**src/rtl/core/gpt_pkg.sv**
```systemverilog
// shared types, constants and helpers for the g-code position tracker
`default_nettype none

package gpt_pkg;

  localparam int NUM_AXES    = 3;
  localparam int VAL_W       = 32;
  localparam int OUT_W       = 32;
  localparam int SPT_W       = 20;
  localparam int CODE_W      = 10;
  localparam int MAG_W       = 36;
  localparam int QUO_W       = 30;
  localparam int QUEUE_DEPTH = 4;

  // reciprocal of five, exact for every 32-bit dividend
  localparam logic [VAL_W-1:0] RECIP5       = 32'hCCCC_CCCD;
  localparam int               RECIP5_SHIFT = 34;

  localparam logic [CODE_W-1:0] G_RAPID  = 10'd0;
  localparam logic [CODE_W-1:0] G_LINEAR = 10'd1;
  localparam logic [CODE_W-1:0] G_INCH   = 10'd20;
  localparam logic [CODE_W-1:0] G_MM     = 10'd21;
  localparam logic [CODE_W-1:0] G_HOME   = 10'd28;
  localparam logic [CODE_W-1:0] G_ABS    = 10'd90;
  localparam logic [CODE_W-1:0] G_REL    = 10'd91;
  localparam logic [CODE_W-1:0] M_HOTEND = 10'd104;
  localparam logic [CODE_W-1:0] M_FAN    = 10'd106;
  localparam logic [CODE_W-1:0] M_BED    = 10'd140;

  typedef enum logic [2:0] {
    OP_NONE,
    OP_MOVE,
    OP_HOME,
    OP_HOTEND,
    OP_BED,
    OP_FAN
  } op_kind_t;

  typedef struct packed {
    logic             neg;
    logic [MAG_W-1:0] mag;
  } axis_dist_t;

  typedef struct packed {
    op_kind_t                    kind;
    logic                        rel;
    logic [NUM_AXES-1:0]         present;
    logic [SPT_W-1:0]            s_value;
    axis_dist_t [NUM_AXES-1:0]   travel;
  } cmd_t;

  typedef struct packed {
    logic full;
    logic empty;
  } q_status_t;

  // truncated 127 * r / 5 for a remainder r below five
  function automatic logic [6:0] rem_part(input logic [2:0] r);
    logic [6:0] v;
    case (r)
      3'd1:    v = 7'd25;
      3'd2:    v = 7'd50;
      3'd3:    v = 7'd76;
      3'd4:    v = 7'd101;
      default: v = 7'd0;
    endcase
    return v;
  endfunction

endpackage

`default_nettype wire

```
**src/rtl/core/gpt_front.sv**
```systemverilog
// front end: accepts commands, tracks modes, scales axis words to micrometres
`default_nettype none

module gpt_front (
  input  logic                              clk,
  input  logic                              rst_n,
  input  logic                              in_valid,
  output logic                              in_stall,
  input  logic                              in_g_present,
  input  logic [gpt_pkg::CODE_W-1:0]        in_g_number,
  input  logic                              in_m_present,
  input  logic [gpt_pkg::CODE_W-1:0]        in_m_number,
  input  logic                              in_x_present,
  input  logic signed [gpt_pkg::VAL_W-1:0]  in_x_value,
  input  logic                              in_y_present,
  input  logic signed [gpt_pkg::VAL_W-1:0]  in_y_value,
  input  logic                              in_z_present,
  input  logic signed [gpt_pkg::VAL_W-1:0]  in_z_value,
  input  logic                              in_e_present,
  input  logic [gpt_pkg::SPT_W-1:0]         in_s_value,
  input  gpt_pkg::q_status_t                q_status,
  output logic                              push,
  output gpt_pkg::cmd_t                     push_cmd
);

  typedef struct packed {
    gpt_pkg::op_kind_t                                    kind;
    logic                                                 rel;
    logic                                                 inch;
    logic [gpt_pkg::NUM_AXES-1:0]                         present;
    logic [gpt_pkg::SPT_W-1:0]                            s_value;
    logic [gpt_pkg::NUM_AXES-1:0]                         neg;
    logic [gpt_pkg::NUM_AXES-1:0][gpt_pkg::VAL_W-1:0]     mag;
  } stage_t;

  logic   adv;
  logic   accept;
  logic   inch_r, inch_nxt;
  logic   rel_r, rel_nxt;
  logic   f1_v_r, f2_v_r;
  stage_t stage_c, f1_r, f2_r;
  logic signed [gpt_pkg::VAL_W-1:0]                   vals [gpt_pkg::NUM_AXES];
  logic [2*gpt_pkg::VAL_W-1:0]                        prod_c [gpt_pkg::NUM_AXES];
  logic [gpt_pkg::NUM_AXES-1:0][gpt_pkg::QUO_W-1:0]   quo_c, f2_quo_r;
  logic [2:0]                                         rem_c [gpt_pkg::NUM_AXES];
  logic [gpt_pkg::MAG_W-1:0]                          scaled_c [gpt_pkg::NUM_AXES];

  assign adv      = ~f2_v_r | ~q_status.full;
  assign in_stall = ~adv;
  assign accept   = in_valid & adv;

  assign vals[0] = in_x_value;
  assign vals[1] = in_y_value;
  assign vals[2] = in_z_value;

  // decode g and m words into the command kind and modes; the e word is unused
  always_comb begin
    stage_c         = '0;
    stage_c.kind    = gpt_pkg::OP_NONE;
    stage_c.rel     = rel_r;
    stage_c.inch    = inch_r;
    stage_c.present = {in_z_present, in_y_present, in_x_present};
    stage_c.s_value = in_s_value;
    inch_nxt        = inch_r;
    rel_nxt         = rel_r;
    for (int i = 0; i < gpt_pkg::NUM_AXES; i++) begin
      stage_c.neg[i] = vals[i][gpt_pkg::VAL_W-1];
      stage_c.mag[i] = stage_c.neg[i] ? gpt_pkg::VAL_W'(-vals[i])
                                      : gpt_pkg::VAL_W'(vals[i]);
    end
    if (in_g_present) begin
      unique case (in_g_number) inside
        gpt_pkg::G_RAPID, gpt_pkg::G_LINEAR: stage_c.kind = gpt_pkg::OP_MOVE;
        gpt_pkg::G_HOME:                     stage_c.kind = gpt_pkg::OP_HOME;
        gpt_pkg::G_INCH:                     inch_nxt = 1'b1;
        gpt_pkg::G_MM:                       inch_nxt = 1'b0;
        gpt_pkg::G_ABS:                      rel_nxt = 1'b0;
        gpt_pkg::G_REL:                      rel_nxt = 1'b1;
        default: ;
      endcase
    end else if (in_m_present) begin
      unique case (in_m_number)
        gpt_pkg::M_HOTEND: stage_c.kind = gpt_pkg::OP_HOTEND;
        gpt_pkg::M_FAN:    stage_c.kind = gpt_pkg::OP_FAN;
        gpt_pkg::M_BED:    stage_c.kind = gpt_pkg::OP_BED;
        default: ;
      endcase
    end
  end

  // quotient by five of the magnitude
  always_comb begin
    for (int i = 0; i < gpt_pkg::NUM_AXES; i++) begin
      prod_c[i] = (2*gpt_pkg::VAL_W)'(f1_r.mag[i]) * (2*gpt_pkg::VAL_W)'(gpt_pkg::RECIP5);
      quo_c[i]  = prod_c[i][2*gpt_pkg::VAL_W-1:gpt_pkg::RECIP5_SHIFT];
    end
  end

  // 25.4 * m = 127 * q + 127 * r / 5 with m = 5q + r
  always_comb begin
    push_cmd         = '0;
    push_cmd.kind    = f2_r.kind;
    push_cmd.rel     = f2_r.rel;
    push_cmd.present = f2_r.present;
    push_cmd.s_value = f2_r.s_value;
    for (int i = 0; i < gpt_pkg::NUM_AXES; i++) begin
      rem_c[i]    = f2_r.mag[i][2:0] - 3'(f2_quo_r[i][2:0] * 3'd5);
      scaled_c[i] = (gpt_pkg::MAG_W'(f2_quo_r[i]) << 7) - gpt_pkg::MAG_W'(f2_quo_r[i])
                    + gpt_pkg::MAG_W'(gpt_pkg::rem_part(rem_c[i]));
      push_cmd.travel[i].neg = f2_r.neg[i];
      push_cmd.travel[i].mag = f2_r.inch ? scaled_c[i] : gpt_pkg::MAG_W'(f2_r.mag[i]);
    end
  end

  assign push = f2_v_r & ~q_status.full;

  always_ff @(posedge clk) begin
    if (!rst_n) begin
      f1_v_r <= 1'b0;
      f2_v_r <= 1'b0;
      inch_r <= 1'b0;
      rel_r  <= 1'b0;
    end else begin
      if (adv) begin
        f1_v_r <= in_valid;
        f2_v_r <= f1_v_r;
      end
      if (accept) begin
        inch_r <= inch_nxt;
        rel_r  <= rel_nxt;
      end
    end
  end

  always_ff @(posedge clk) begin
    if (adv) begin
      f1_r     <= stage_c;
      f2_r     <= f1_r;
      f2_quo_r <= quo_c;
    end
  end

endmodule

`default_nettype wire

```
**config.mk**
```make
export PLATFORM = sky130hd
export DESIGN_NAME = gpt_front
export DESIGN_NICKNAME = d
export VERILOG_FILES = /design/src/rtl/core/gpt_pkg.sv /design/src/rtl/core/gpt_front.sv
export SDC_FILE = /design/constraint.sdc
export NUM_CORES = 2
export LEC_CHECK = 0
export BUFFER_PORTS_ARGS = -buffer_cell sky130_fd_sc_hd__buf_2
export CAP_MARGIN = 20
export CORE_MARGIN = 2
export CORE_UTILIZATION = 39
export CTS_BUF_LIST = sky130_fd_sc_hd__clkbuf_4
export DETAILED_ROUTE_END_ITERATION = 8
export PLACE_DENSITY_LB_ADDON = 0.1
export SYNTH_ARGS = -nofsm -noshare
export SYNTH_HDL_FRONTEND = slang
export SYNTH_SLANG_ARGS = --single-unit
```
**constraint.sdc**
```tcl
create_clock -name clk -period 32.8 [get_ports clk]
set_input_delay 4.92 -clock clk [delete_from_list [all_inputs] [get_ports clk]]
set_output_delay 4.92 -clock clk [all_outputs]
set_load 0.02 [all_outputs]
```
After elaboration in Yosys (flattened, before gate mapping)
Index checks and enable logic that the tools add are counted.
- register bits after elaboration: 348
- input port bits: 147
- logic and storage cells: 94
- $add $sub $neg: 12
- $mul: 6
- eq/ne operators: 21
- multiplexer cells: 15
- bitwise gates (word level): 6
- reductions and logical operators: 6
- operators by type and width (cell ; count):
    multiplier 32 x 32 -> 64 bit, second input constant ; 3
    adder 36 x 7 -> 36 bit ; 3
    2-to-1 mux 36 bit ; 3
    subtractor 36 x 30 -> 36 bit ; 3
    negator 32 bit ; 3
    2-to-1 mux 31 bit ; 3
    case mux 7 bit (4 select lines) ; 3
    == test 10 x 7 -> 1 bit, second input constant ; 4
    == test 10 x 5 -> 1 bit, second input constant ; 3
    == test 3 x 2 -> 1 bit, second input constant ; 6
    == test 10 x 1 -> 1 bit, second input constant ; 1
    == test 10 x 8 -> 1 bit, second input constant ; 1
    zero test 10 bit ; 1
    == test 3 x 1 -> 1 bit, second input constant ; 3
    == test 3 bit, second input constant ; 3
    multiplier 3 x 3 -> 3 bit, second input constant ; 3
    case mux 3 bit (3 select lines) ; 1
    subtractor 3 bit ; 3
    2-to-1 mux 3 bit ; 2
    AND reduction 3 bit ; 2
    case mux 1 bit (2 select lines) ; 2
    case mux 2 bit (2 select lines) ; 1
    nonzero test 2 bit ; 2
    NOT 1 bit ; 3
    other kinds (3) ; 4

Depth between registers and ports, before layout
- depth after elaboration: 6
- depth in mapped cells: 27
- gate-level depth less buffers: 27

Worst setup path after synthesis
No wires, ideal clock.
- path kind: input to output
- from: input q_status[1] (netlist name)
- to: output in_stall
- data arrival time: 13.740 ns
- data required time: 27.880 ns
- setup slack: 14.140 ns
- stages: 2
- path buffers: 0
- cells stage by stage: nand2_1 inv_1
- cells in the longest elaborated chain, start to end: 3
- RTL lines (element ; RTL line ; text):
    start: declaration ; gpt_front.sv:21 ; input gpt_pkg::q_status_t q_status,
    NOT 1 bit ; gpt_front.sv:48 ; assign adv = ~f2_v_r | ~q_status.full;
    bitwise OR 1 bit ; gpt_front.sv:48 ;
    NOT 1 bit ; gpt_front.sv:49 ; assign in_stall = ~adv;
    end: declaration ; gpt_front.sv:8 ; output logic in_stall,
Every way passes these cells.

==> results by group <==
Timing
  – RSZ-0062 raised after global routing: no
  – Final setup violation count: 0
  – Final min period: 11.73 ns
  – Setup Skew: 0.122 ns
  – Slew Viols, Final: 0
  – TNS Setup: 0 ns
  – Max Clk Rate: 85.2 MHz
  – Fin. Hold Viols: 0
  – Slew margin rel.: 16.8%
  – Worst Tran Pin Value: 1.23 ns
  – Final period utilization: 35.8%

Place
  – DP HPWL: 186 mm
  – Placement Cell Area: 72,400 um2
  – Placed cell count: 9,058
  – GPL Wtd Cong: 0.954
  – IO Port Bufs: 284

Clock tree
  – CTS Buf Count: 106
  – # H-tree levels: 3
  – Number of post-CTS setup repair buffers: 0
  – # resized after CTS: 0
  – Root buf cell: clkbuf_4
  – CTS sink count: 348
  – # hold bufs at CTS: 0
  – Skew-Pair Late Insertion Delay: 1.18 ns
  – CTS tree: done
  – Max clock buf depth: 3
  – Clk pin slew, worst setup/hold paths: 0.06 ns

Finish
  – Share of cells above drive strength 1: 8.41%
  – Footprint of the multi-input gates: 51,000 um2
  – Final Cell Area: 73,800 um2
  – Leading cell types in the layout, fill and taps excluded: 1,740 x inv_1, 1,165 x fa_1, 1,130 x ha_1
  – Reg area: 10,400 um2
  – Layout Nets: 9,283
  – Post-route insts no fill: 9,258
  – Layout area overhead: 7.81%
  – Number of fill cells in the layout: 17,244
  – Leading cell type in the layout, fill and taps excluded: inv_1

Logic synthesis
  – Sequential share of the synthesized area: 15.2%
  – Seq cells post-synth: 348
  – Synth top area cells: fa_1 34%, ha_1 21%, edfxtp_1 15%
  – Net Count, Synth: 8,973
  – Top-area cell type share of the netlist area: 34.1%
  – Cell taking the most area after synthesis: fa_1
  – Top_reg_cell synth: edfxtp_1
  – Async SR Flop Fraction: 0%
  – Synth unique cells: 82
  – Mapped Cells: 6,531
  – Avg Cell Area, Syn: 10.5 um2
  – Post-synth EDFFs: 344
  – Cell Area, Synth: 68,500 um2
  – Yosys warning count: 0

Worst hold path
  – Worst hold path type: reg -> reg
  – Hold_sp: f1_r[120]$_DFFE_PN_

Route
  – Iteration count of the initial detailed-routing pass: 7
  – WL/cell: 22.9 um
  – Routed vias/inst: 4.99
  – DR iter-0 viols: 2,661
  – Final ANT Viol Nets: 0
  – Final WL: 212 mm
  – DR DRC count: 0
  – Via count: 46,196

Global routing
  – First-pass GRT wire length: 317 mm
  – Initial antenna violation count: 18
  – GR Overflow Total: 0
  – Total global-route track usage: 24.1%
  – Largest net degree at the start of global routing: 80
  – Vias in the first global route: 49,453

Outcome
  – Status: completed

Critical path
  – WS Path Type: reg -> out
  – CP endpoint kind: primary output
  – Reg2Reg Launch Point: f1_r[52]$_DFFE_PN_
  – CP Max Fanout: 5
  – WP data arrival: 6.81 ns
  – CP Launch Type: flip-flop
  – Crit path launch: f2_quo_r[30]$_DFFE_PN_
  – CP Data Required Time: 27.88 ns

Floorplan
  – Die Ht: 423 um
  – Core Area: 174,000 um2
  – Row cnt: 153
  – Starting Density: 39.3%
  – Die area: 179,000 um2
  – I/O pin count: 287
  – Die Wd: 423 um

Job
  – Count of maximum capacitance violations: 0
==> state kept, by name (all words and copies together) (netlist names) <==
name	count
f1_r	127
f1_v_r	1
f2_quo_r	90
f2_r	97
f2_v_r	1
inch_r	1
push_cmd	30
rel_r	1
==> critical path: stages (launching register included) <==
cell	delay, ns
edfxtp_1	0.51
ha_1	0.25
fa_1	0.38
xnor2_1	0.15
xnor2_1	0.31
and2_1	0.23
o21ai_0	0.10
ha_1	0.22
inv_1	0.08
fa_1	0.20
a21o_1	0.12
a21oi_1	0.10
o21ai_0	0.46
nand3_1	0.40
a311oi_1	0.75
o21ai_1	0.17
a21boi_1	0.28
a311o_1	0.28
a21oi_1	0.10
xnor2_1	0.16
a21oi_1	0.19
buf_2	0.20
==> area by class of cell <==
type	instances	share of cell area [%]
clock inverters	33	0.242
inverters	1741	8.86
well taps	2325	3.94
repair buffers	300	2.09
flip-flops and latches	348	14.1
clock buffers	153	1.56
multi-input cells	4344	69.2
diodes	14	0.0475
==> metal layers <==
layer / track usage, % / part of all wire (%) / up-vias
li1: - / - / 21597
met1: 33.6 / 46 / 23276
met2: 38.9 / 46 / 1096
met3: 3.64 / 5.2 / 225
met4: 6.99 / 3.1 / 2
met5: 0 / 0.0047 / -
==> final timing paths <==
kind / to / slack [ns] / cells after the start
max: push_cmd[67] / 21.07 / 21
min: push_cmd[132]$_DFFE_PN_ / 0.41 / 0
max reg2reg: f2_quo_r[57]$_DFFE_PN_ / 23.37 / 26
min reg2reg: push_cmd[132]$_DFFE_PN_ / 0.41 / 0
==> cells in the mapped netlist, drive strengths merged (6+ instances only) <==
cell / number
o221ai: 6
o31ai: 31
nand3: 44
nand4: 46
a21o: 173
xnor2: 249
a221oi: 8
a31oi: 20
o21a: 35
a211oi: 16
nor4: 18
o21ai: 165
and4: 6
nand3b: 7
ha: 1130
o41ai: 12
and3: 15
nand2: 201
o21bai: 21
fa: 1165
o2111ai: 7
nor3: 35
nor2b: 47
buf: 32
nand2b: 37
mux2: 70
clkbuf: 66
inv: 1740
mux2i: 7
or2: 14
xor2: 177
a221o: 7
or4: 18
and2: 44
o211ai: 15
a2111oi: 9
edfxtp: 344
nor2: 147
a21boi: 6
a31o: 7
or3: 30
a21oi: 250
==> metrics by stage <==
| step | worst slack [ns] | hold slack, ns | utilization, % |
|---|---|---|---|
| after global routing | 20.71 | 0.424 | 42.4 |
| after global placement | 21.87 | 0.400 | 41.6 |
| after CTS | 21.01 | 0.417 | 42.3 |
| after floorplan | 14.14 | 0.400 | - |
| final | 21.07 | 0.414 | 42.4 |
| after detailed placement | 21.82 | 0.406 | 41.6 |
==> kinds of logic after synthesis <==
group / share of synthesized area (%)
adder cells (fa/ha/maj): 54.7
AO/OA/AOI/OAI: 7.79
AND/OR/NAND/NOR: 5.32
multiplexers: 1.25
XOR/XNOR: 5.45
buffers and inverters: 10.3
flip-flops: 15.2
Power is not shown: default switching activity piles up to over one toggle a cycle in this logic, so the estimate is an artifact.
