**src/rtl/core/gpt_pkg.sv**
```systemverilog
// shared types, constants and helpers for the g-code position tracker
`default_nettype none

package gpt_pkg;

  localparam int NUM_AXES    = 3;
  localparam int VAL_W       = 32;
  localparam int OUT_W       = 32;
  localparam int SPT_W       = 20;
  localparam int CODE_W      = 10;
  localparam int MAG_W       = 36;
  localparam int QUO_W       = 30;
  localparam int QUEUE_DEPTH = 4;

  // reciprocal of five, exact for every 32-bit dividend
  localparam logic [VAL_W-1:0] RECIP5       = 32'hCCCC_CCCD;
  localparam int               RECIP5_SHIFT = 34;

  localparam logic [CODE_W-1:0] G_RAPID  = 10'd0;
  localparam logic [CODE_W-1:0] G_LINEAR = 10'd1;
  localparam logic [CODE_W-1:0] G_INCH   = 10'd20;
  localparam logic [CODE_W-1:0] G_MM     = 10'd21;
  localparam logic [CODE_W-1:0] G_HOME   = 10'd28;
  localparam logic [CODE_W-1:0] G_ABS    = 10'd90;
  localparam logic [CODE_W-1:0] G_REL    = 10'd91;
  localparam logic [CODE_W-1:0] M_HOTEND = 10'd104;
  localparam logic [CODE_W-1:0] M_FAN    = 10'd106;
  localparam logic [CODE_W-1:0] M_BED    = 10'd140;

  typedef enum logic [2:0] {
    OP_NONE,
    OP_MOVE,
    OP_HOME,
    OP_HOTEND,
    OP_BED,
    OP_FAN
  } op_kind_t;

  typedef struct packed {
    logic             neg;
    logic [MAG_W-1:0] mag;
  } axis_dist_t;

  typedef struct packed {
    op_kind_t                    kind;
    logic                        rel;
    logic [NUM_AXES-1:0]         present;
    logic [SPT_W-1:0]            s_value;
    axis_dist_t [NUM_AXES-1:0]   travel;
  } cmd_t;

  typedef struct packed {
    logic full;
    logic empty;
  } q_status_t;

  // truncated 127 * r / 5 for a remainder r below five
  function automatic logic [6:0] rem_part(input logic [2:0] r);
    logic [6:0] v;
    case (r)
      3'd1:    v = 7'd25;
      3'd2:    v = 7'd50;
      3'd3:    v = 7'd76;
      3'd4:    v = 7'd101;
      default: v = 7'd0;
    endcase
    return v;
  endfunction

endpackage

`default_nettype wire

```
**src/rtl/core/gpt_back.sv**
```systemverilog
// execution: machine state, saturating moves, marks and the result register
`default_nettype none

module gpt_back #(
  parameter int COORD_WIDTH = 32
) (
  input  logic                              clk,
  input  logic                              rst_n,
  input  gpt_pkg::q_status_t                q_status,
  input  gpt_pkg::cmd_t                     pop_cmd,
  output logic                              pop,
  output logic                              out_valid,
  input  logic                              out_stall,
  output logic signed [gpt_pkg::OUT_W-1:0]  out_x_pos,
  output logic signed [gpt_pkg::OUT_W-1:0]  out_y_pos,
  output logic signed [gpt_pkg::OUT_W-1:0]  out_z_pos,
  output logic signed [gpt_pkg::OUT_W-1:0]  out_x_low_mark,
  output logic signed [gpt_pkg::OUT_W-1:0]  out_x_high_mark,
  output logic signed [gpt_pkg::OUT_W-1:0]  out_y_low_mark,
  output logic signed [gpt_pkg::OUT_W-1:0]  out_y_high_mark,
  output logic signed [gpt_pkg::OUT_W-1:0]  out_z_low_mark,
  output logic signed [gpt_pkg::OUT_W-1:0]  out_z_high_mark,
  output logic [gpt_pkg::SPT_W-1:0]         out_hotend_temp,
  output logic [gpt_pkg::SPT_W-1:0]         out_bed_temp,
  output logic [gpt_pkg::SPT_W-1:0]         out_fan_level
);

  localparam int SUM_W = (COORD_WIDTH > gpt_pkg::MAG_W + 1) ? COORD_WIDTH + 1
                                                            : gpt_pkg::MAG_W + 2;
  localparam logic signed [SUM_W-1:0] SAT_HI =
    {{(SUM_W-COORD_WIDTH+1){1'b0}}, {(COORD_WIDTH-1){1'b1}}};
  localparam logic signed [SUM_W-1:0] SAT_LO = ~SAT_HI;

  logic                            exec;
  logic                            out_valid_r;
  logic signed [COORD_WIDTH-1:0]   pos_r   [gpt_pkg::NUM_AXES];
  logic signed [COORD_WIDTH-1:0]   low_r   [gpt_pkg::NUM_AXES];
  logic signed [COORD_WIDTH-1:0]   high_r  [gpt_pkg::NUM_AXES];
  logic signed [COORD_WIDTH-1:0]   pos_nxt [gpt_pkg::NUM_AXES];
  logic signed [COORD_WIDTH-1:0]   low_nxt [gpt_pkg::NUM_AXES];
  logic signed [COORD_WIDTH-1:0]   high_nxt[gpt_pkg::NUM_AXES];
  logic signed [COORD_WIDTH-1:0]   moved_c [gpt_pkg::NUM_AXES];
  logic signed [SUM_W-1:0]         base_c  [gpt_pkg::NUM_AXES];
  logic signed [SUM_W-1:0]         mag_c   [gpt_pkg::NUM_AXES];
  logic signed [SUM_W-1:0]         sum_c   [gpt_pkg::NUM_AXES];
  logic [gpt_pkg::SPT_W-1:0]       hot_r, bed_r, fan_r;
  logic [gpt_pkg::SPT_W-1:0]       hot_nxt, bed_nxt, fan_nxt;

  assign exec = ~q_status.empty & (~out_valid_r | ~out_stall);
  assign pop  = exec;

  always_comb begin
    for (int i = 0; i < gpt_pkg::NUM_AXES; i++) begin
      base_c[i] = pop_cmd.rel ? SUM_W'(pos_r[i]) : '0;
      mag_c[i]  = SUM_W'(pop_cmd.travel[i].mag);
      sum_c[i]  = pop_cmd.travel[i].neg ? base_c[i] - mag_c[i] : base_c[i] + mag_c[i];
      if (sum_c[i] > SAT_HI) begin
        moved_c[i] = SAT_HI[COORD_WIDTH-1:0];
      end else if (sum_c[i] < SAT_LO) begin
        moved_c[i] = SAT_LO[COORD_WIDTH-1:0];
      end else begin
        moved_c[i] = sum_c[i][COORD_WIDTH-1:0];
      end
      pos_nxt[i]  = pos_r[i];
      low_nxt[i]  = low_r[i];
      high_nxt[i] = high_r[i];
      case (pop_cmd.kind)
        gpt_pkg::OP_MOVE: begin
          if (pop_cmd.present[i]) pos_nxt[i] = moved_c[i];
          if (pos_nxt[i] < low_r[i])  low_nxt[i]  = pos_nxt[i];
          if (pos_nxt[i] > high_r[i]) high_nxt[i] = pos_nxt[i];
        end
        gpt_pkg::OP_HOME: begin
          if (pop_cmd.present[i]) pos_nxt[i] = '0;
        end
        default: ;
      endcase
    end
  end

  always_comb begin
    hot_nxt = hot_r;
    bed_nxt = bed_r;
    fan_nxt = fan_r;
    case (pop_cmd.kind)
      gpt_pkg::OP_HOTEND: hot_nxt = pop_cmd.s_value;
      gpt_pkg::OP_BED:    bed_nxt = pop_cmd.s_value;
      gpt_pkg::OP_FAN:    fan_nxt = pop_cmd.s_value;
      default: ;
    endcase
  end

  // state changes only when a result is loaded, so state is the result
  always_ff @(posedge clk) begin
    if (!rst_n) begin
      out_valid_r <= 1'b0;
      for (int i = 0; i < gpt_pkg::NUM_AXES; i++) begin
        pos_r[i]  <= '0;
        low_r[i]  <= '0;
        high_r[i] <= '0;
      end
      hot_r <= '0;
      bed_r <= '0;
      fan_r <= '0;
    end else begin
      if (exec) begin
        out_valid_r <= 1'b1;
        for (int i = 0; i < gpt_pkg::NUM_AXES; i++) begin
          pos_r[i]  <= pos_nxt[i];
          low_r[i]  <= low_nxt[i];
          high_r[i] <= high_nxt[i];
        end
        hot_r <= hot_nxt;
        bed_r <= bed_nxt;
        fan_r <= fan_nxt;
      end else if (~out_stall) begin
        out_valid_r <= 1'b0;
      end
    end
  end

  assign out_valid       = out_valid_r;
  assign out_x_pos       = gpt_pkg::OUT_W'(pos_r[0]);
  assign out_y_pos       = gpt_pkg::OUT_W'(pos_r[1]);
  assign out_z_pos       = gpt_pkg::OUT_W'(pos_r[2]);
  assign out_x_low_mark  = gpt_pkg::OUT_W'(low_r[0]);
  assign out_x_high_mark = gpt_pkg::OUT_W'(high_r[0]);
  assign out_y_low_mark  = gpt_pkg::OUT_W'(low_r[1]);
  assign out_y_high_mark = gpt_pkg::OUT_W'(high_r[1]);
  assign out_z_low_mark  = gpt_pkg::OUT_W'(low_r[2]);
  assign out_z_high_mark = gpt_pkg::OUT_W'(high_r[2]);
  assign out_hotend_temp = hot_r;
  assign out_bed_temp    = bed_r;
  assign out_fan_level   = fan_r;

endmodule

`default_nettype wire

```
**config.mk**
```make
export PLATFORM = sky130hd
export DESIGN_NAME = gpt_back
export DESIGN_NICKNAME = d
export VERILOG_FILES = /design/src/rtl/core/gpt_pkg.sv /design/src/rtl/core/gpt_back.sv
export SDC_FILE = /design/constraint.sdc
export NUM_CORES = 1
export LEC_CHECK = 0
export BUFFER_PORTS_ARGS = -buffer_cell sky130_fd_sc_hd__buf_2
export CORE_ASPECT_RATIO = 1.75
export CORE_MARGIN = 10
export CORE_UTILIZATION = 37
export CTS_CLUSTER_DIAMETER = 60
export CTS_CLUSTER_SIZE = 10
export DETAILED_ROUTE_END_ITERATION = 12
export PLACE_DENSITY = 0.55
export SKIP_LAST_GASP = 1
export SYNTH_ARGS = -nofsm -noshare
export SYNTH_HDL_FRONTEND = slang
export SYNTH_SLANG_ARGS = --single-unit
```
**constraint.sdc**
```tcl
create_clock -name clk -period 10.9 [get_ports clk]
set_input_delay 1.09 -clock clk [delete_from_list [all_inputs] [get_ports clk]]
set_output_delay 1.09 -clock clk [all_outputs]
set_load 0.01 [all_outputs]
```
Word level (Yosys, flattened, before mapping)
Memories as Yosys holds them, arrays and structs flattened.
Index checks and enable logic that the tools add are counted.

storage, ports and cells
  bits of input ports = 143
  memories kept = 3
  output and inout port bits = 350
  bits in registers = 61
  logic and storage cells = 99
  RAM bits = 288

memory list
  name    words  bits a word  rd ports  clocked after Yosys merged registers in  write ports  line            source
  high_r  3      32           3         0                                        3            gpt_back.sv:38  logic signed [COORD_WIDTH-1:0] high_r [gpt_pkg::NUM_AXES];
  low_r   3      32           3         0                                        3            gpt_back.sv:37  logic signed [COORD_WIDTH-1:0] low_r [gpt_pkg::NUM_AXES];
  pos_r   3      32           3         0                                        3            gpt_back.sv:36  logic signed [COORD_WIDTH-1:0] pos_r [gpt_pkg::NUM_AXES];

cells by class
  reduce and logical (&&, ||, !) cells = 3
  add/subtract/negate cells = 6
  equality and inequality tests = 6
  bitwise operators = 14
  order comparisons = 12
  mux-type cells = 51

operators with widths
  cell                                                             number
  2-to-1 mux 32 bit                                                36
  2-to-1 mux 38 bit                                                6
  one-hot mux 32 bit (2 select lines)                              3
  adder 38 x 37 -> 38 bit                                          3
  greater-than comparator 38 x 32 -> 1 bit, second input constant  3
  less-than comparator 38 x 32 -> 1 bit, second input constant     3
  subtractor 38 x 37 -> 38 bit                                     3
  greater-than comparator 32 bit                                   3
  less-than comparator 32 bit                                      3
  bitwise OR 1 bit                                                 10
  == test 3 x 2 -> 1 bit, second input constant                    2
  == test 3 bit, second input constant                             2
  2-to-1 mux 1 bit                                                 6
  AND reduction 2 bit                                              3
  == test 3 x 1 -> 1 bit, second input constant                    1
  NOT 1 bit                                                        3
  inequality test 2 bit, second input constant                     1
  AND 1 bit                                                        1

Longest topological paths before layout
Gate-level depths: netlist of the first run.
An unclocked memory read counts as a cell.

  depth after elaboration = 13
  mapped depth = 36
  gate-level depth less buffers = 34

Worst setup path after synthesis of the first run
Ideal clock, no wire load.

  path type = input port to flip-flop
  from = input port pop_cmd[48] (netlist bit)
  to = memory high_r[1][0], in the netlist high_r[0][32] (enable)
  required time = 10.434 ns
  arrival time = 9.671 ns
  stages = 35
  slack = 0.764 ns
  buffers on the path = 2
  library setup time = 0.466 ns
  path through = or4_4 nor4_2 nand2b_1 nor4_1 and2_1 nand2_1 nor4_1 nor2_1 xnor2_1 ha_1 clkbuf_1 a21oi_1 o21ai_0 a21o_1 a21o_1 a221o_1 a21oi_1 o21ai_0 xor2_2 a22oi_1 buf_4 a21oi_2 nor2_1 ha_1 a21o_1 a21o_1 a21o_1 a21o_1 a21o_1 a21o_1 a21o_1 a221oi_1 o211ai_1 xor2_1 o21ai_0

RTL lines
  what                line            source
  start: declaration  gpt_back.sv:10  input gpt_pkg::cmd_t pop_cmd,
  end: declaration    gpt_back.sv:38

==> results.yml, run 1 <==
finish:
  drive_gt1_frac: 0.195
  layoutNonFillerInstCount: 4770
  fillers: 7810
  area_delta_synth_final_pct: 17.5
  design_area_mm2: 0.0336
  nets: 4180
global_route:
  grt_max_degree: 70
  grt_antenna_before_repair: 7
  grt_pass1_vias: 26596
  grt-ovfl-total: 0
  grt_pass1_wl_um: 161000
  grtUsageTotal: 0.233
logic_synthesis:
  netlist_area_mm2: 0.0286
  synth_top_area_cell: "edfxtp_1"
  ys_warn_count: 0
  synth_cells: 3278
  synth_seq_cells: 349
  synth_top_area_frac: 0.303
  synth.top_cells.by_count: "nor2_1 (358), ha_1 (303), edfxtp_1 (288), inv_1 (263), nand2_1 (257)"
  syn_avg_cell_area_um2: 8.71
  synth_cell_types: 86
  synth_edf_count: 288
  syn-num-nets: 3727
  synth.most_common_cell: "nor2_1"
  seq_area_frac_synth: 0.346
  synth_flop_cell: "edfxtp_1"
  synthArstFlopShare: 0
  yosys-top-cells-area: "edfxtp_1 (30%), ha_1 (13%), nor2_1 (4.7%), xnor2_1 (4.7%), a21oi_1 (4.4%)"
hold_path:
  hold_class: "reg -> reg"
worst_setup_path:
  cp_common_cell: "buf_4"
  cp.required_ps: 11200
  start_kind: "primary input"
  cp_slowest_stage_delay_ps: 590
  cp_top_family: "simple AND/OR/NAND/NOR gates"
  worst_setup_path_end_kind: "flop"
  path_max_fanout: 20
  critPathSlowestCell: "o21ai_0"
  cp_data_arrival_time_ps: 9670
  path_class: "in -> reg"
  critPathBufInv: 8
place:
  port_buffers: 491
  place.gp.congestion: 0.956
  dpl_cell_area_mm2: 0.0323
  dp_hpwl_um: 88500
  dpl.cell_count: 4705
flow_run:
  maxCapViolations: 0
timing:
  tightest_slew_ps: 1000
  slew_violations: 0
  fin_crit_sh: 0.860
  setup_tns_ps: 0
  holdWs_ps: 460
  period_minus_slack_ps: 9370
  setup_violations: 0
  rsz0062_at_grt: "no"
  hold_viol_final: 0
  fin_skew_ps: 22.0
  max_freq_mhz: 107
  max-slew-margin-rel: 0.329
route:
  drc: 0
  vias: 26060
  routed_via_density: 5.46
  wl_per_cell_um: 22.6
  drt_iter0_drc: 1431
  firstDrtPassIters: 6
  finalWirelength_um: 108000
  drt.antenna.violating_nets: 0
clock_network:
  cts_buffer_depth: 3
  insertion_delay_ps: 600
  clk_root_buffer_cell: "clkbuf_16"
  cts_setup_buffers: 0
  clk_pin_slew_ps: 60
  cts-hold-fix-buffers: 0
  htreeDepth: 2
  cts.sinks: 349
  cts_tree: "built"
  cts_resized: 0
  numCtsBuffers: 44
power_and_ir_drop:
  irDropWorstVdd_v: 0.000105
  power_per_cell_area_mw_per_mm2: 151
  cellLeakagePower_nw: 14.7
floorplanning:
  fp.dieW_um: 230
  ios: 493
  fp.dieH_um: 388
  start_util: 0.373
  core_mm2: 0.0765
  die_area_mm2: 0.0891
  rows: 134
status:
  outcome: "finished clean"
final timing paths:
check,from,endpoint,slack [ps],cells after the start
max,pop_cmd[83],high_r[0][88],1530,35
min,out_hotend_temp[7],out_hotend_temp[7],460,2
max reg2reg,pos_r[0][69],low_r[0][89],3160,28
min reg2reg,out_hotend_temp[7],out_hotend_temp[7],460,2
layer usage:
| metal | up-vias | share of wire | track usage |
|---|---|---|---|
| met5 | - | 0.00032 | 0 |
| met4 | 4 | 0.034 | 0.0795 |
| met3 | 151 | 0.070 | 0.0587 |
| met2 | 789 | 0.51 | 0.426 |
| met1 | 12446 | 0.38 | 0.255 |
| li1 | 12670 | - | - |
flip-flops by register name (all words and copies together), names as in the netlist:
register         cells
pos_r               96
out_hotend_temp     20
out_valid            1
out_fan_level       20
high_r              96
out_bed_temp        20
low_r               96
layout by cell type (no fill, tap or decap), drive strengths merged, types with 48 or more instances in the layout:
master / n
a21boi: 68
a21o: 104
a21oi: 295
and2: 108
buf: 540
clkbuf: 49
dfxtp: 61
edfxtp: 288
ha: 303
inv: 265
nand2: 259
nand4: 70
nor2: 358
nor3: 201
o21ai: 115
xnor2: 154
xor2: 48
worst register-to-register path, delay by kind of cell (launching register included):
kind	cells	cell delay (ps)
buffers and inverters	3	680
adders and majority gates	2	660
DFF	1	470
xor gates and xnor gates	2	350
AOI/OAI and AO/OA	16	4020
and+or+nand+nor	5	1230
logic make-up (layout without fill, tap and decap cells):
kind of cell,after synthesis,count (layout),synth area share
buf+inv,396,864,0.0547
fa+ha+maj,306,306,0.135
xor+xnor,202,202,0.0625
compound gates,819,819,0.197
mux,8,8,0.00289
simple gates,1198,1198,0.202
flops,349,349,0.346
other cells,0,4,0
metrics by stage:
step           setup WS, ps   util  power, W
6_report               1530  0.439   0.00507
5_1_grt                1010  0.439   0.00538
4_1_cts                1650  0.439   0.00512
3_5_place_dp           1050  0.423   0.00377
3_3_place_gp           1060  0.423   0.00376
2_1_floorplan           764      -   0.00301
final cells by class:
cell class                 instances  area [um^2]  share of cell area
antenna                            4         10.0            0.000298
clock buffer                      49         1120              0.0334
clock inverter                    12          105             0.00313
inverter                         263          987              0.0294
multi-input combinational       2533        17300               0.514
sequential                       349         9870               0.294
tap                             1020         1280              0.0380
timing repair buffer             540         2940              0.0875
power breakdown:
part	leakage, nW	switching (W)	internal, W
Combinational	10.7	0.00125	0.000742
Sequential	3.48	0.000122	0.00163
Clock	0.595	0.000602	0.000732
Total	14.7	0.00197	0.00310
(Power assumes the default switching activity.)
==> run 2, diff against run 1 <==
Settings changed: CORE_UTILIZATION 37 to 35, PLACE_DENSITY 0.55 to 0.52.
==> run 2 against run 1 <==
Compared with the run above:
- clock power barely moved
- register-to-register slack lost 310 ps
- critical endpoint is now high_r[0][1]
- non-clock buffer count decreased by 8
- largest cell class unchanged
- die area increased by 5.3%
- setup slack worse by 230 ps
- clock-buffer cell count is 1 higher
- global-route usage down 0.78 points
- via count fell by 0.94%
- wire length grew 2.0%
- final area shrank 0.26%
==> results.yml, run 2 (synthesis gave the netlist of run 1 again) <==
status:
  outcome: "finished clean"
clock_network:
  cts_setup_buffers: 0
  cts.sinks: 349
  cts_buffer_depth: 3
  clk_pin_slew_ps: 60
  numCtsBuffers: 43
  cts_tree: "built"
  htreeDepth: 2
  cts-hold-fix-buffers: 0
  cts_resized: 0
  insertion_delay_ps: 580
  clk_root_buffer_cell: "clkbuf_16"
floorplanning:
  core_mm2: 0.0810
  fp.dieW_um: 236
  start_util: 0.353
  ios: 493
  rows: 138
  die_area_mm2: 0.0939
  fp.dieH_um: 398
timing:
  max-slew-margin-rel: 0.233
  fin_skew_ps: 11.6
  holdWs_ps: 460
  setup_tns_ps: 0
  period_minus_slack_ps: 9600
  slew_violations: 0
  max_freq_mhz: 104
  hold_viol_final: 0
  tightest_slew_ps: 1150
  rsz0062_at_grt: "no"
  fin_crit_sh: 0.881
  setup_violations: 0
route:
  finalWirelength_um: 110000
  wl_per_cell_um: 23.0
  drt.antenna.violating_nets: 0
  firstDrtPassIters: 5
  drt_iter0_drc: 1624
  vias: 25816
  routed_via_density: 5.39
  drc: 0
global_route:
  grt_max_degree: 71
  grt_antenna_before_repair: 4
  grt_pass1_vias: 26826
  grtUsageTotal: 0.225
  grt-ovfl-total: 0
  grt_pass1_wl_um: 165000
finish:
  reg_top3: "high_r x96, low_r x96, pos_r x96"
  drive_gt1_frac: 0.192
  fillers: 8417
  post-route-util: 0.413
  nets: 4171
  layout_commonest_cell: "buf_2"
  final_cell_mix: "buf_2 (491), nor2_1 (358), ha_1 (303)"
  area_delta_synth_final_pct: 17.2
worst_setup_path:
  cp.required_ps: 11170
  critPathSlowestCell: "a2111oi_0"
  path_max_fanout: 21
  cp_slowest_stage_delay_ps: 640
  path_class: "in -> reg"
  cp_data_arrival_time_ps: 9880
  start_kind: "primary input"
  worst_setup_path_end_kind: "flop"
hold_path:
  hold_class: "reg -> reg"
place:
  dp_hpwl_um: 88900
  place.gp.congestion: 0.929
  port_buffers: 491
power_and_ir_drop:
  power_w: 0.00507
  irDropWorstVdd_v: 0.000126
  cellLeakagePower_nw: 14.7
  power_per_cell_area_mw_per_mm2: 151
flow_run:
  maxCapViolations: 0
## run 2: cell count changes in the layout (fill, tap and decap cells not counted), sizes merged
cell and delta:
clkbuf +1, bufinv +1, clkinv -4, inv -1
clkinvlp -1, diode -2, buf -8
## run 2: critical path, delay by kind of cell
family,cells,cell delay (ps)
simple gates,11,2090
compound gates,17,5430
buf+inv,2,380
xor+xnor,1,160
fa+ha+maj,2,640
## run 2: area by class of cell
type                            instances  area, um^2  share of cell area
Multi-Input combinational cell       2533       17200               0.515
Sequential cell                       349        9870               0.295
Timing Repair Buffer                  532        2820              0.0841
Tap cell                             1050        1310              0.0392
Clock buffer                           50        1150              0.0345
Inverter                              263         987              0.0295
Clock inverter                          7        85.1             0.00254
Antenna cell                            2        5.00            0.000150
## run 2: layer usage
layer / GRT usage / vias to the layer above / part of all wire
met4: 0.0964 / 6 / 0.044
met2: 0.413 / 766 / 0.51
met1: 0.246 / 12236 / 0.38
met3: 0.0459 / 162 / 0.062
met5: 0 / - / 0.00040
li1: - / 12646 / -
## run 2: where the power goes
part | switching (W) | internal [W] | leakage [nW] | total (W)
registers | 0.000121 | 0.00163 | 3.48 | 0.00175
clock network | 0.000587 | 0.000767 | 0.604 | 0.00135
logic | 0.00124 | 0.000724 | 10.6 | 0.00197
total | 0.00195 | 0.00312 | 14.7 | 0.00507
## run 2: path summary, 6_finish.rpt
path,start,to,slack (ps),cells after the start
max,pop_cmd[3],high_r[0][1],1300,33
min,out_hotend_temp[8],out_hotend_temp[8],460,2
max reg2reg,pos_r[0][64],low_r[0][75],2850,28
min reg2reg,out_hotend_temp[8],out_hotend_temp[8],460,2
## run 2: stage by stage
| step | instances | worst slack [ps] | area, um^2 |
|---|---|---|---|
| 2_1_floorplan | 3278 | 764 | 28600 |
| 4_1_cts | 4784 | 1320 | 33500 |
| 6_report | 4786 | 1300 | 33500 |
| 3_3_place_gp | 4727 | 878 | 32200 |
| 5_1_grt | 4784 | 702 | 33500 |
| 3_5_place_dp | 4727 | 748 | 32200 |
==> run 3, diff against run 2 <==
Settings changed: CAP_MARGIN set to 20.
Clock period 10.9 ns to 12.3 ns, I/O delays scaled along.
==> run 3 against run 2 <==
Compared with the run above:
- sequential share of layout area grew 0.064 points
- highest routed layer unchanged
- utilization shrank 0.090 points
- sequential power shrank 11%
- global-route usage grew 0.17 points
- largest power group unchanged
==> results.yml, run 3 (synthesis gave the netlist of run 1 again) <==
place:
  port_buffers: 491
  place.gp.congestion: 0.911
  dp_hpwl_um: 89000
floorplanning:
  die_area_mm2: 0.0939
  rows: 138
  fp.dieH_um: 398
  fp.dieW_um: 236
  start_util: 0.353
  ios: 493
  core_mm2: 0.0810
finish:
  final_cell_mix: "buf_2 (491), nor2_1 (358), ha_1 (303)"
  layout_commonest_cell: "buf_2"
  area_delta_synth_final_pct: 17.0
  reg_top3: "high_r x96, low_r x96, pos_r x96"
  diodes: 0
  nets: 4170
  drive_gt1_frac: 0.191
status:
  outcome: "finished clean"
worst_setup_path:
  cp.required_ps: 12530
  cp_common_cell: "nand2_1"
  start_kind: "primary input"
  path_max_fanout: 21
  critPathSlowestCell: "o31ai_4"
  cp_data_arrival_time_ps: 10270
  cp_num_cells: 36
  cp_slowest_stage_delay_ps: 810
  path_class: "in -> reg"
  cp_top_family: "compound AO/OA/AOI/OAI gates"
  critPathBufInv: 4
  rr_worst_depth: 29
  worst_setup_path_end_kind: "flop"
route:
  finalWirelength_um: 111000
  wl_per_cell_um: 23.2
  drt.antenna.violating_nets: 0
  drc: 0
  drt_iter0_drc: 1380
  routed_via_density: 5.39
  firstDrtPassIters: 5
  vias: 25805
clock_network:
  cts_resized: 0
  clk_root_buffer_cell: "clkbuf_16"
  htreeDepth: 2
  cts_tree: "built"
  cts_buffer_depth: 3
  cts.sinks: 349
  clk_pin_slew_ps: 60
  cts-hold-fix-buffers: 0
  numCtsBuffers: 44
  cts_setup_buffers: 0
  insertion_delay_ps: 590
global_route:
  grt_max_degree: 71
  grt_antenna_before_repair: 3
  grtUsageTotal: 0.227
  grt_pass1_vias: 26750
  grt_pass1_wl_um: 166000
  grt-ovfl-total: 0
timing:
  setup_violations: 0
  setup_tns_ps: 0
  hold_viol_final: 0
  max_freq_mhz: 99.6
  period_minus_slack_ps: 10040
  tightest_slew_ps: 1130
  rsz0062_at_grt: "no"
  holdWs_ps: 462
  slew_violations: 0
  fin_crit_sh: 0.816
  max-slew-margin-rel: 0.239
  fin_skew_ps: 23.8
power_and_ir_drop:
  irDropWorstVdd_v: 0.000116
  power_per_cell_area_mw_per_mm2: 134
  cellLeakagePower_nw: 14.6
  power_w: 0.00449
hold_path:
  hold_class: "reg -> reg"
  min_delay_path_depth: 2
flow_run:
  maxCapViolations: 0
-- run 3: cell count changes in the layout (fill, tap and decap cells not counted), sizes merged --
cell      previous run  this run
buf                532       530
clkinv               4         5
diode                2         0
clkinvlp             1         2
inv                264       266
-- run 3: layer usage --
metal | track usage | up-vias | wire, um
li1 | - | 12635 | -
met1 | 0.249 | 12306 | 43000
met2 | 0.418 | 689 | 56900
met3 | 0.0453 | 169 | 6320
met4 | 0.0920 | 6 | 4570
met5 | 0 | - | 36
-- run 3: metrics by stage --
| stage | area (um^2) | std cells | setup WS [ps] | util |
|---|---|---|---|---|
| 6_report | 33400 | 4786 | 2260 | 0.412 |
| 5_1_grt | 33400 | 4786 | 1690 | 0.412 |
| 3_3_place_gp | 32200 | 4724 | 1750 | 0.397 |
| 3_5_place_dp | 32200 | 4724 | 1720 | 0.397 |
| 4_1_cts | 33400 | 4785 | 2320 | 0.412 |
| 2_1_floorplan | 28600 | 3278 | 2020 | - |
-- run 3: path summary, 6_finish.rpt --
check	from	to	slack (ps)
max	pop_cmd[79]	high_r[0][69]	2260
min	out_bed_temp[7]	out_bed_temp[7]	460
max reg2reg	pos_r[0][64]	high_r[0][69]	4070
min reg2reg	out_bed_temp[7]	out_bed_temp[7]	460
-- run 3: area by class of cell --
cell class | count | area (um^2)
clock buffer | 50 | 1120
fill | 8286 | 47600
inverter | 263 | 987
multi-input combinational | 2533 | 17200
timing repair buffer | 530 | 2760
sequential | 349 | 9870
clock inverter | 11 | 106
tap | 1050 | 1310
-- run 3: tightest hold or removal path, delay by kind of cell, from the launching register on --
family / cells / cell delay (ps)
AO/OA/AOI/OAI: 1 / 60
flip-flops: 1 / 300
AND/OR/NAND/NOR: 1 / 40
-- run 3: where the power goes --
part / total [W] / switching [W] / internal [W]
logic: 0.00175 / 0.00111 / 0.000639
registers: 0.00155 / 0.000105 / 0.00144
clock network: 0.00120 / 0.000530 / 0.000666
total: 0.00449 / 0.00174 / 0.00275
